--- src/rtl/core/ffba_pkg.sv ---
// shared types and constants of the first-fit block allocator
package ffba_pkg;

    localparam int OPCODE_W   = 3;
    localparam int REQ_W      = 20;
    localparam int ALIGN_W    = 13;
    localparam int BADDR_W    = 20;
    localparam int RADDR_W    = 20;
    localparam int STATUS_W   = 2;
    localparam int LFREE_W    = 21;
    localparam int HEAP_W     = 21;
    localparam int REM_W      = 13;

    localparam int IN_DATA_W  = 56;
    localparam int OUT_DATA_W = 48;

    // output tdata layout
    localparam int OUT_SUCC_BIT = 20;
    localparam int OUT_STAT_LO  = 21;
    localparam int OUT_LFREE_LO = 23;

    localparam logic [HEAP_W-1:0] HEAP_RESET = 21'd1048576;

    typedef enum logic [OPCODE_W-1:0] {
        OP_ALLOC   = 3'd0,
        OP_FREE    = 3'd1,
        OP_COLLECT = 3'd2,
        OP_QUERY   = 3'd3,
        OP_LARGEST = 3'd4
    } op_t;

    typedef enum logic [STATUS_W-1:0] {
        ST_OK      = 2'd0,
        ST_NOFIT   = 2'd1,
        ST_NOTOUT  = 2'd2,
        ST_FULL    = 2'd3
    } status_t;

endpackage

--- src/rtl/core/ffba_mod_unit.sv ---
// restoring remainder unit, one dividend bit per cycle
module ffba_mod_unit
    import ffba_pkg::*;
#(
    parameter int DW = 22
) (
    input  logic             aclk,
    input  logic             aresetn,
    input  logic             start,
    input  logic [DW-1:0]    dividend,
    input  logic [REM_W-1:0] divisor,
    output logic             done,
    output logic [REM_W-1:0] rem
);

    localparam int CNT_W = $clog2(DW + 1);

    logic             busy_reg, busy_next;
    logic             done_reg, done_next;
    logic [CNT_W-1:0] cnt_reg, cnt_next;
    logic [DW-1:0]    dvd_reg, dvd_next;
    logic [REM_W:0]   rem_reg, rem_next;
    logic [REM_W-1:0] div_reg, div_next;
    logic [REM_W:0]   trial;

    always_comb begin
        trial     = {rem_reg[REM_W-1:0], dvd_reg[DW-1]};
        busy_next = busy_reg;
        done_next = 1'b0;
        cnt_next  = cnt_reg;
        dvd_next  = dvd_reg;
        rem_next  = rem_reg;
        div_next  = div_reg;
        if (start) begin
            busy_next = 1'b1;
            cnt_next  = CNT_W'(DW);
            dvd_next  = dividend;
            rem_next  = '0;
            div_next  = divisor;
        end else if (busy_reg) begin
            if (trial >= {1'b0, div_reg}) begin
                rem_next = trial - {1'b0, div_reg};
            end else begin
                rem_next = trial;
            end
            dvd_next = dvd_reg << 1;
            cnt_next = cnt_reg - 1'b1;
            if (cnt_reg == CNT_W'(1)) begin
                busy_next = 1'b0;
                done_next = 1'b1;
            end
        end
    end

    always_ff @(posedge aclk) begin
        if (!aresetn) begin
            busy_reg <= 1'b0;
            done_reg <= 1'b0;
        end else begin
            busy_reg <= busy_next;
            done_reg <= done_next;
        end
        cnt_reg <= cnt_next;
        dvd_reg <= dvd_next;
        rem_reg <= rem_next;
        div_reg <= div_next;
    end

    assign done = done_reg;
    assign rem  = rem_reg[REM_W-1:0];

endmodule

--- config.mk ---
export PLATFORM = sky130hd
export DESIGN_NAME = ffba_mod_unit
export DESIGN_NICKNAME = d
export VERILOG_FILES = /design/src/rtl/core/ffba_pkg.sv /design/src/rtl/core/ffba_mod_unit.sv
export SDC_FILE = /design/constraint.sdc
export NUM_CORES = 1
export LEC_CHECK = 0
export BUFFER_PORTS_ARGS = -buffer_cell sky130_fd_sc_hd__clkbuf_2
export CORE_MARGIN = 2
export CORE_UTILIZATION = 51
export CTS_BUF_LIST = sky130_fd_sc_hd__clkbuf_2
export CTS_CLUSTER_DIAMETER = 120
export DETAILED_ROUTE_END_ITERATION = 8
export PLACE_DENSITY = 0.74
export SYNTH_ARGS = -nofsm -noshare
export SYNTH_HDL_FRONTEND = slang
export SYNTH_SLANG_ARGS = --single-unit
--- constraint.sdc ---
create_clock -name aclk -period 2.6 [get_ports aclk]
set_input_delay 0.13 -clock aclk [delete_from_list [all_inputs] [get_ports aclk]]
set_output_delay 0.13 -clock aclk [all_outputs]
set_load 0.05 [all_outputs]
==> qor.yml, run 1 <==
setup_path:
  r2r_cells: 9
  worst_setup_path_start_kind: "flop"
  arrival_ns: 2.85
  path_depth: 9
  endpoint_kind: "flop"
  crit_fanout: 5
  cpPeakStageDelay_ns: 0.56
  reg2reg_slack_ns: 0.14
  worst-path-buf-inv: 1
  criticalPathCategory: "flop to flop"
  cp_top_family: "simple AND/OR/NAND/NOR gates"
  cpMaxStageDelayCell: "or4_1"
  cpMostUsedCell: "a211oi_2"
  required_ns: 2.99
  r2r-start: "dvd_reg[21]"
  timing.rr.end: "rem_reg[7]"
  path_cells: "inv_1, ha_1, fa_2, nor2b_2, o211ai_1, a211oi_2, a211oi_2, or4_1, o21ai_1"
grt:
  grt_overflow: 0
  top_usage_layer: "met2"
  grt.total_usage_pct: 20.8
  grt_first_pass_wirelength_um: 10300
  met2_usage_pct: 35.7
  use_met3_pct: 4.38
  grt_max_degree: 36
  gr-usage-met1_pct: 25.8
  antenna_found_initial: 0
  grt_pass1_vias: 2244
run:
  cap_violations: 0
synthesis:
  ys_seq_area_share_pct: 49.2
  syn-mean-instance-area_um2: 11.1
  synth.area.top_cells: "edfxtp_1, dfxtp_1, mux2_2"
  synth_edf_count: 35
  netlist_instances: 266
  synth_warnings: 0
  synthFlopType: "edfxtp_1"
  syn_nets: 320
  yosys.area.top_type: "edfxtp_1"
  synthDistinctLibCells: 51
  synth_top_area_share_pct: 35.6
  async_flop_share_pct: 0
  ys_ff_latch: 55
  netlist_area_um2: 2950
place:
  port_buffers: 51
  dpl_cell_area_um2: 3300
  place.gp.congestion: 0.939
  dpl.hpwl_um: 4220
timing:
  period_minus_slack_ns: 2.46
  setup_tns_ns: 0
  skew_ns: 0.00621
  post-route-period-util_pct: 94.8
  setup_violations: 0
  grt_setup_unrepaired: "false"
  maxSlewViolCount: 0
  tightest_slew_ns: 0.779
  clock.fmax_mhz: 406
  max_slew_margin_pct: 47.9
  hold_viol_final: 0
die:
  row_count: 27
  die_h_um: 80.1
  pin_count: 52
  coreArea_um2: 5540
  die-area_um2: 6410
  die_w_um: 80.1
  initial_utilization_pct: 53.3
route:
  vias_per_cell: 5.44
  wl_per_cell_um: 14.5
  drtPass1Iterations: 5
  vias: 2341
  drt_iter0_drc: 217
  ant_nets: 0
  wl_um: 6240
  drc: 0
layout:
  layout_commonest_cell: "clkbuf_2"
  n_antenna_cell: 0
  largest_register_ffs: 22
  layout-area-overhead-vs-synth_pct: 26.0
  final_cell_mix: "clkbuf_2, dlygate4sd3_1, edfxtp_1"
  drive_gt1_share_pct: 29.1
  final_nets: 411
  fin_area_um2: 3720
  final_util_pct: 67.1
cts:
  clock_latency_ns: 0.43
  cts.sinks: 55
  cts_buffers: 5
  clk_pin_slew_ns: 0.26
  cts_tree: "built"
  max-clock-path-buffers: 2
  cts-root-buf: "clkbuf_2"
  htreeDepth: 2
hold_path:
  min_path_cells: 2
  holdPathEnd: "rem_reg[5]"
  worstHoldStart: "start"
  holdCritPathClass: "primary input to flop"
power_and_ir_drop:
  pwr_density_cell_nw_per_um2: 488
  cellLeakagePower_nw: 1.62
  irDropWorstVdd_mv: 0.371
run_status:
  status: "complete, no violations"
metrics by stage:
stage	total power, mW	instances	hold slack (ns)	setup WS, ns
after global routing	1.92	430	0.0816	0.0202
after detailed placement	1.45	385	0.309	0.137
after floorplan	1.34	266	0.229	0.149
after CTS	1.82	429	0.0789	0.0876
final	1.82	430	0.0965	0.135
after global placement	1.44	385	0.306	0.212
cells in the mapped netlist (all sizes together) (2+ instances only):
library cell,number
and3,5
nand4,3
a211oi,6
xnor2,6
clkbuf,5
nand3,4
o311ai,2
ha,15
a21o,3
a311o,2
o21ai,11
or4,2
dfxtp,20
nor2b,4
nand2,14
xor2,5
mux2,21
a21oi,10
mux2i,7
o211ai,3
buf,8
and2,2
a32oi,5
or2,3
inv,19
nor2,21
nor3,5
edfxtp,35
nand2b,4
routing by layer:
layer	wire length, um	part of all wire, %	vias to the layer above
li1	-	-	1160
met1	2650	42	1075
met2	3020	48	91
met3	408	6.5	15
met4	171	2.7	0
met5	0	0	-
area by class of cell:
class                   count  area [um^2]
fillers                   452         1820
well taps                  72         90.1
flip-flops and latches     55         1450
inverters                  19         71.3
clock buffers               6         30.0
clock inverters             2         12.5
multi-input cells         179         1370
repair buffers             97          694
logic make-up (layout without fill, tap and decap cells):
logic type,after synthesis,in the layout,synth area share [%]
buffers and inverters,32,124,4.66
XOR/XNOR,11,11,3.26
adder cells (fa/ha/maj),16,16,7.04
flip-flops,55,55,49.2
multiplexers,28,28,10.4
AND/OR/NAND/NOR,72,72,12.4
AO/OA/AOI/OAI,52,52,13.1
where the power goes:
part,switching (mW),total [mW],internal (mW)
combinational,0.236,0.444,0.207
sequential,0.0334,1.04,1.01
clock,0.262,0.331,0.0684
worst max-delay path by stage:
stage | start | to | slack (ns)
2_1_floorplan | rem_reg[4] | rem_reg[0] | 0.15
3_3_place_gp | dvd_reg[21] | rem_reg[12] | 0.21
3_5_place_dp | dvd_reg[21] | rem_reg[7] | 0.14
4_1_cts | dvd_reg[21] | rem_reg[7] | 0.09
5_1_grt | dvd_reg[21] | rem_reg[7] | 0.02
6_report | dvd_reg[21] | rem_reg[7] | 0.14
repair_timing:
action | in CTS | in global routing
gates resized for setup | 0 | 3
setup buffers | 0 | 1
endpoints found under the hold margin | 37 | 0
endpoints found under the setup margin | 0 | 7
hold buffers | 36 | 0
No activity file was read; power rests on OpenSTA's default activity.
==> inputs of run 2 (changes only) <==
--- a/config.mk
+++ b/config.mk
@@ -5,13 +5,14 @@
 export SDC_FILE = /design/constraint.sdc
 export NUM_CORES = 1
 export LEC_CHECK = 0
+export ABC_AREA = 1
 export BUFFER_PORTS_ARGS = -buffer_cell sky130_fd_sc_hd__clkbuf_2
 export CORE_MARGIN = 2
 export CORE_UTILIZATION = 51
 export CTS_BUF_LIST = sky130_fd_sc_hd__clkbuf_2
 export CTS_CLUSTER_DIAMETER = 120
 export DETAILED_ROUTE_END_ITERATION = 8
-export PLACE_DENSITY = 0.74
+export PLACE_DENSITY = 0.73
 export SYNTH_ARGS = -nofsm -noshare
 export SYNTH_HDL_FRONTEND = slang
 export SYNTH_SLANG_ARGS = --single-unit
==> run 2 against run 1 <==
  * Clock power is 3% higher
  * Global-route usage is 1.3 points higher
  * Sequential power barely moved
  * Via count rose by 19%
  * Flip-flop and latch count unchanged
  * First-iteration DRC count down 25%
==> qor.yml, run 2 <==
cts:
  cts_buffers: 5
  max-clock-path-buffers: 2
  htreeDepth: 2
  cts-root-buf: "clkbuf_2"
  post_cts_resize_count: 0
  clk_pin_slew_ns: 0.29
  cts_tree: "built"
  cts_setup_buffers: 0
  cts.sinks: 55
  clock_latency_ns: 0.44
synthesis:
  ys_seq_area_share_pct: 45.9
  synthFlopType: "edfxtp_1"
  synthDistinctLibCells: 29
  synth_top_area_share_pct: 33.3
  syn_nets: 466
  syn-mean-instance-area_um2: 7.67
  synth.area.top_cells: "edfxtp_1, nand2_1, dfxtp_1"
  synth_edf_count: 35
  netlist_area_um2: 3160
  netlist_instances: 412
  ys_ff_latch: 55
  yosys.area.top_type: "edfxtp_1"
  synth_common_cells: "nand2_1, inv_1, edfxtp_1, nand3_1, dfxtp_1"
  synth_most_common_cell: "nand2_1"
  synth_warnings: 0
  async_flop_share_pct: 0
setup_path:
  criticalPathCategory: "flop to flop"
  worst_setup_path_start_kind: "flop"
  arrival_ns: 2.51
  endpoint_kind: "flop"
  crit_fanout: 14
  required_ns: 2.97
die:
  row_count: 28
  initial_utilization_pct: 53.1
  die-area_um2: 6840
  die_w_um: 82.7
  coreArea_um2: 5960
  die_h_um: 82.7
  pin_count: 52
timing:
  period_minus_slack_ns: 2.14
  skew_ns: 0.0198
  post-route-period-util_pct: 82.1
  maxSlewViolCount: 0
  grt_setup_unrepaired: "false"
  setup_tns_ns: 0
  hold_viol_final: 0
  max_slew_margin_pct: 60.6
  clock.fmax_mhz: 468
  hold_ws_ns: 0.0542
  tightest_slew_ns: 0.591
  setup_violations: 0
place:
  place.gp.congestion: 0.965
  dpl_cell_area_um2: 3490
  port_buffers: 51
  dpl.cell_count: 531
  dpl.hpwl_um: 4810
layout:
  largest_register_ffs: 22
  final_cell_mix: "nand2_1, inv_1, clkbuf_2"
  n_antenna_cell: 0
  layout-area-overhead-vs-synth_pct: 23.1
  final_nets: 553
  fin_cells: 575
  layout_commonest_cell: "nand2_1"
  fin_area_um2: 3890
  drive_gt1_share_pct: 16.6
route:
  drt_iter0_drc: 162
  vias: 2789
  top_layer: "met4"
  dr_wl_met3_um: 327
  drc: 0
  ant_nets: 0
  dr_wl_met2_um: 3530
  vias_per_cell: 4.85
  wl_per_cell_um: 12.0
  drtPass1Iterations: 4
  wl_um: 6930
  met1_length_um: 3000
grt:
  grt_overflow: 0
  grt.total_usage_pct: 22.1
  grt_pass1_vias: 2636
  grt_first_pass_wirelength_um: 11500
  grt_max_degree: 31
  antenna_found_initial: 0
hold_path:
  holdCritPathClass: "primary input to flop"
power_and_ir_drop:
  cellLeakagePower_nw: 2.05
  irDropWorstVdd_mv: 0.369
  power_mw: 1.64
  pwr_density_cell_nw_per_um2: 422
run_status:
  status: "complete, no violations"
run:
  cap_violations: 0
## run 2: cell type report
cell class | instances | area, um^2
clock inverters | 3 | 18.8
multi-input cells | 272 | 1380
inverters | 74 | 278
well taps | 75 | 93.8
flip-flops and latches | 55 | 1450
fillers | 515 | 2070
clock buffers | 5 | 25.0
repair buffers | 91 | 646
## run 2: worst max-delay path, stage by stage (launching register included)
cell,delay [ns]
edfxtp_1,0.39
inv_1,0.06
ha_1,0.22
fa_1,0.41
inv_1,0.11
nand2_1,0.08
nand3_2,0.09
nand2_2,0.20
nand3_4,0.27
nand3_1,0.12
nand3_1,0.09
nand2_1,0.05
## run 2: worst paths after layout
check,to,depth (start not counted),startpoint,slack [ns]
max,rem_reg[12],11,dvd_reg[21],0.46
min,cnt_reg[0],2,start,0.05
max reg2reg,rem_reg[12],11,dvd_reg[21],0.46
min reg2reg,cnt_reg[4],1,cnt_reg[4],0.50
## run 2: metrics by stage
| stage | util (%) | worst slack [ns] |
|---|---|---|
| 2_1_floorplan | - | 0.535 |
| 3_3_place_gp | 58.5 | 0.594 |
| 3_5_place_dp | 58.5 | 0.543 |
| 4_1_cts | 65.3 | 0.505 |
| 5_1_grt | 65.3 | 0.307 |
| 6_report | 65.3 | 0.465 |
## run 2: cell families after synthesis
family / share of synthesized area, %
compound gates: 2.42
xor+xnor: 1.66
simple gates: 32.9
fa+ha+maj: 6.57
buf+inv: 10.5
flops: 45.9
## run 2: what timing repair did
action,CTS,global route
setup endpoints to repair,0,0
hold endpoints to repair,37,0
hold buffers,36,0
## run 2: where the power goes
group	internal (mW)	switching [mW]	total (mW)
Combinational	0.122	0.161	0.283
Sequential	0.997	0.0208	1.02
Clock	0.0676	0.272	0.340
Total	1.19	0.453	1.64
## run 2: routing by layer
| metal | GRT usage [%] | vias up |
|---|---|---|
| met5 | 0 | - |
| met4 | 4.43 | 0 |
| met3 | 4.13 | 8 |
| met2 | 39.4 | 70 |
| met1 | 28.0 | 1240 |
| li1 | - | 1471 |
==> inputs of run 3 (changes only) <==
==> constraint.sdc (replaced) <==
create_clock -name aclk -period 2.2 [get_ports aclk]
set_input_delay 0.11 -clock aclk [delete_from_list [all_inputs] [get_ports aclk]]
set_output_delay 0.11 -clock aclk [all_outputs]
set_load 0.05 [all_outputs]
==> run 3 against run 2 <==
  * Wire length up 4.6%
  * Final area grew 0.55%
  * Global-route usage increased by 1.1 points
  * Clock power rose by 20%
  * Count of clock-buffer cells in the layout is 2 higher
  * Register-to-register slack lost 0.29 ns
  * Flip-flop and latch count is the same
  * Critical endpoint is now rem_reg[8]
==> qor.yml, run 3 (same netlist as run 2, synthesis figures left out) <==
place:
  place.gp.congestion: 0.934
  port_buffers: 51
  dpl.hpwl_um: 4910
  dpl.cell_count: 534
setup_path:
  crit_fanout: 3
  endpoint_kind: "flop"
  cpPeakStageDelay_ns: 0.41
  arrival_ns: 2.38
  cpMaxStageDelayCell: "fa_1"
  required_ns: 2.56
  path_cells: "inv_1, ha_1, fa_1, inv_1, nand3_1, nand3_1, nand2_1, nand2_1, xor2_1, nand2_1, nand3_1, nand2_1"
  worst_setup_path_start_kind: "flop"
  cp_top_family: "adder cells"
  reg2reg_slack_ns: 0.18
  cpMostUsedCell: "nand2_1"
  criticalPathCategory: "flop to flop"
  worst-path-buf-inv: 2
layout:
  final_cell_mix: "nand2_1, inv_1, clkbuf_2"
  multi_input_area_um2: 1380
  largest_register_ffs: 22
  fin_cells: 578
  final_nets: 556
  n_antenna_cell: 0
  drive_gt1_share_pct: 17.1
  layout-area-overhead-vs-synth_pct: 23.8
  layout_commonest_cell: "nand2_1"
  fill_cells: 522
  regArea_um2: 1450
power_and_ir_drop:
  netSwitchingFraction_pct: 27.5
  p_switching_mw: 0.536
  intPower_mw: 1.41
  clkPwrFrac_pct: 21.0
  combinationalPowerShare_pct: 17.2
  irDropWorstVdd_mv: 0.329
  pwr_density_cell_nw_per_um2: 498
  pwr-share-seq_pct: 61.8
  cellLeakagePower_nw: 2.06
route:
  drc: 0
  wl_per_cell_um: 12.5
  drtPass1Iterations: 4
  vias: 2833
  drt_iter0_drc: 173
  vias_per_cell: 4.90
  wl_um: 7250
  ant_nets: 0
timing:
  post-route-period-util_pct: 92.0
  skew_ns: 0.0300
  tightest_slew_ns: 0.605
  maxSlewViolCount: 0
  hold_viol_final: 0
  grt_setup_unrepaired: "false"
  setup_tns_ns: 0
  setup_violations: 0
  clock.fmax_mhz: 494
  max_slew_margin_pct: 59.6
  period_minus_slack_ns: 2.02
cts:
  clock_latency_ns: 0.45
  cts-root-buf: "clkbuf_2"
  cts_tree: "built"
  max-clock-path-buffers: 2
  cts_buffers: 5
  cts.sinks: 55
  htreeDepth: 2
  post_cts_resize_count: 0
  clk_pin_slew_ns: 0.29
  cts_setup_buffers: 0
grt:
  grt_pass1_vias: 2825
  antenna_found_initial: 0
  grt.total_usage_pct: 23.2
  grt_first_pass_wirelength_um: 12100
  grt_max_degree: 31
  grt_overflow: 0
run_status:
  status: "complete, no violations"
die:
  row_count: 28
  die_w_um: 82.7
  initial_utilization_pct: 53.1
  die_h_um: 82.7
  coreArea_um2: 5960
  die-area_um2: 6840
  pin_count: 52
run:
  cap_violations: 0
hold_path:
  holdCritPathClass: "primary input to flop"
[run 3: changes by cell type in the layout (fill, tap and decap cells not counted), sizes merged]
cell      change
clkinv        -2
inv           -1
clkbuf        +2
clkinvlp      +1
buf           +3
[run 3: per-layer routing]
layer  share of wire, %  vias to the layer above  wire length (um)  GRT usage [%]
met1                 41                     1258              3000           26.8
met5                  0                        -                 0              0
met2                 51                       97              3710           43.2
li1                   -                     1473                 -              -
met3                6.4                        5               461           4.02
met4                1.1                        0                77           7.38
[run 3: path summary, 6_finish.rpt]
path | from | end | depth (start not counted)
worst max-delay path | dvd_reg[21] | rem_reg[8] | 12
worst max register to register | dvd_reg[21] | rem_reg[8] | 12
worst min register to register | cnt_reg[4] | cnt_reg[4] | 1
worst min-delay path | start | cnt_reg[0] | 2
[run 3: final cells by class]
cell class                      count  area share [%]
Clock buffer                        7           0.896
Clock inverter                      1           0.192
Inverter                           74            7.10
Multi-Input combinational cell    272            35.2
Sequential cell                    55            37.1
Tap cell                           75            2.40
Timing Repair Buffer               94            17.1
[run 3: power groups by stage]
stage          logic [mW]  clock network, mW  registers (mW)
2_1_floorplan       0.184                  0            1.23
3_3_place_gp        0.275                  0            1.22
3_5_place_dp        0.282                  0            1.22
4_1_cts             0.332              0.417            1.20
5_1_grt             0.377              0.446            1.21
6_report            0.334              0.409            1.20
[run 3: repair_timing]
action | CTS | global route
setup endpoints to repair | 0 | 0
endpoints found under the hold margin | 37 | 0
hold buffers | 36 | 0
[run 3: metrics by stage]
step | setup WS, ns | total power [mW] | cell area (um^2) | hold slack, ns | utilization, %
2_1_floorplan | 0.135 | 1.41 | 3160 | 0.209 | -
3_3_place_gp | 0.359 | 1.50 | 3510 | 0.287 | 58.9
3_5_place_dp | 0.277 | 1.51 | 3510 | 0.289 | 58.9
4_1_cts | 0.203 | 1.95 | 3910 | 0.0446 | 65.7
5_1_grt | 0.0930 | 2.03 | 3910 | 0.0319 | 65.7
6_report | 0.176 | 1.95 | 3910 | 0.0367 | 65.7
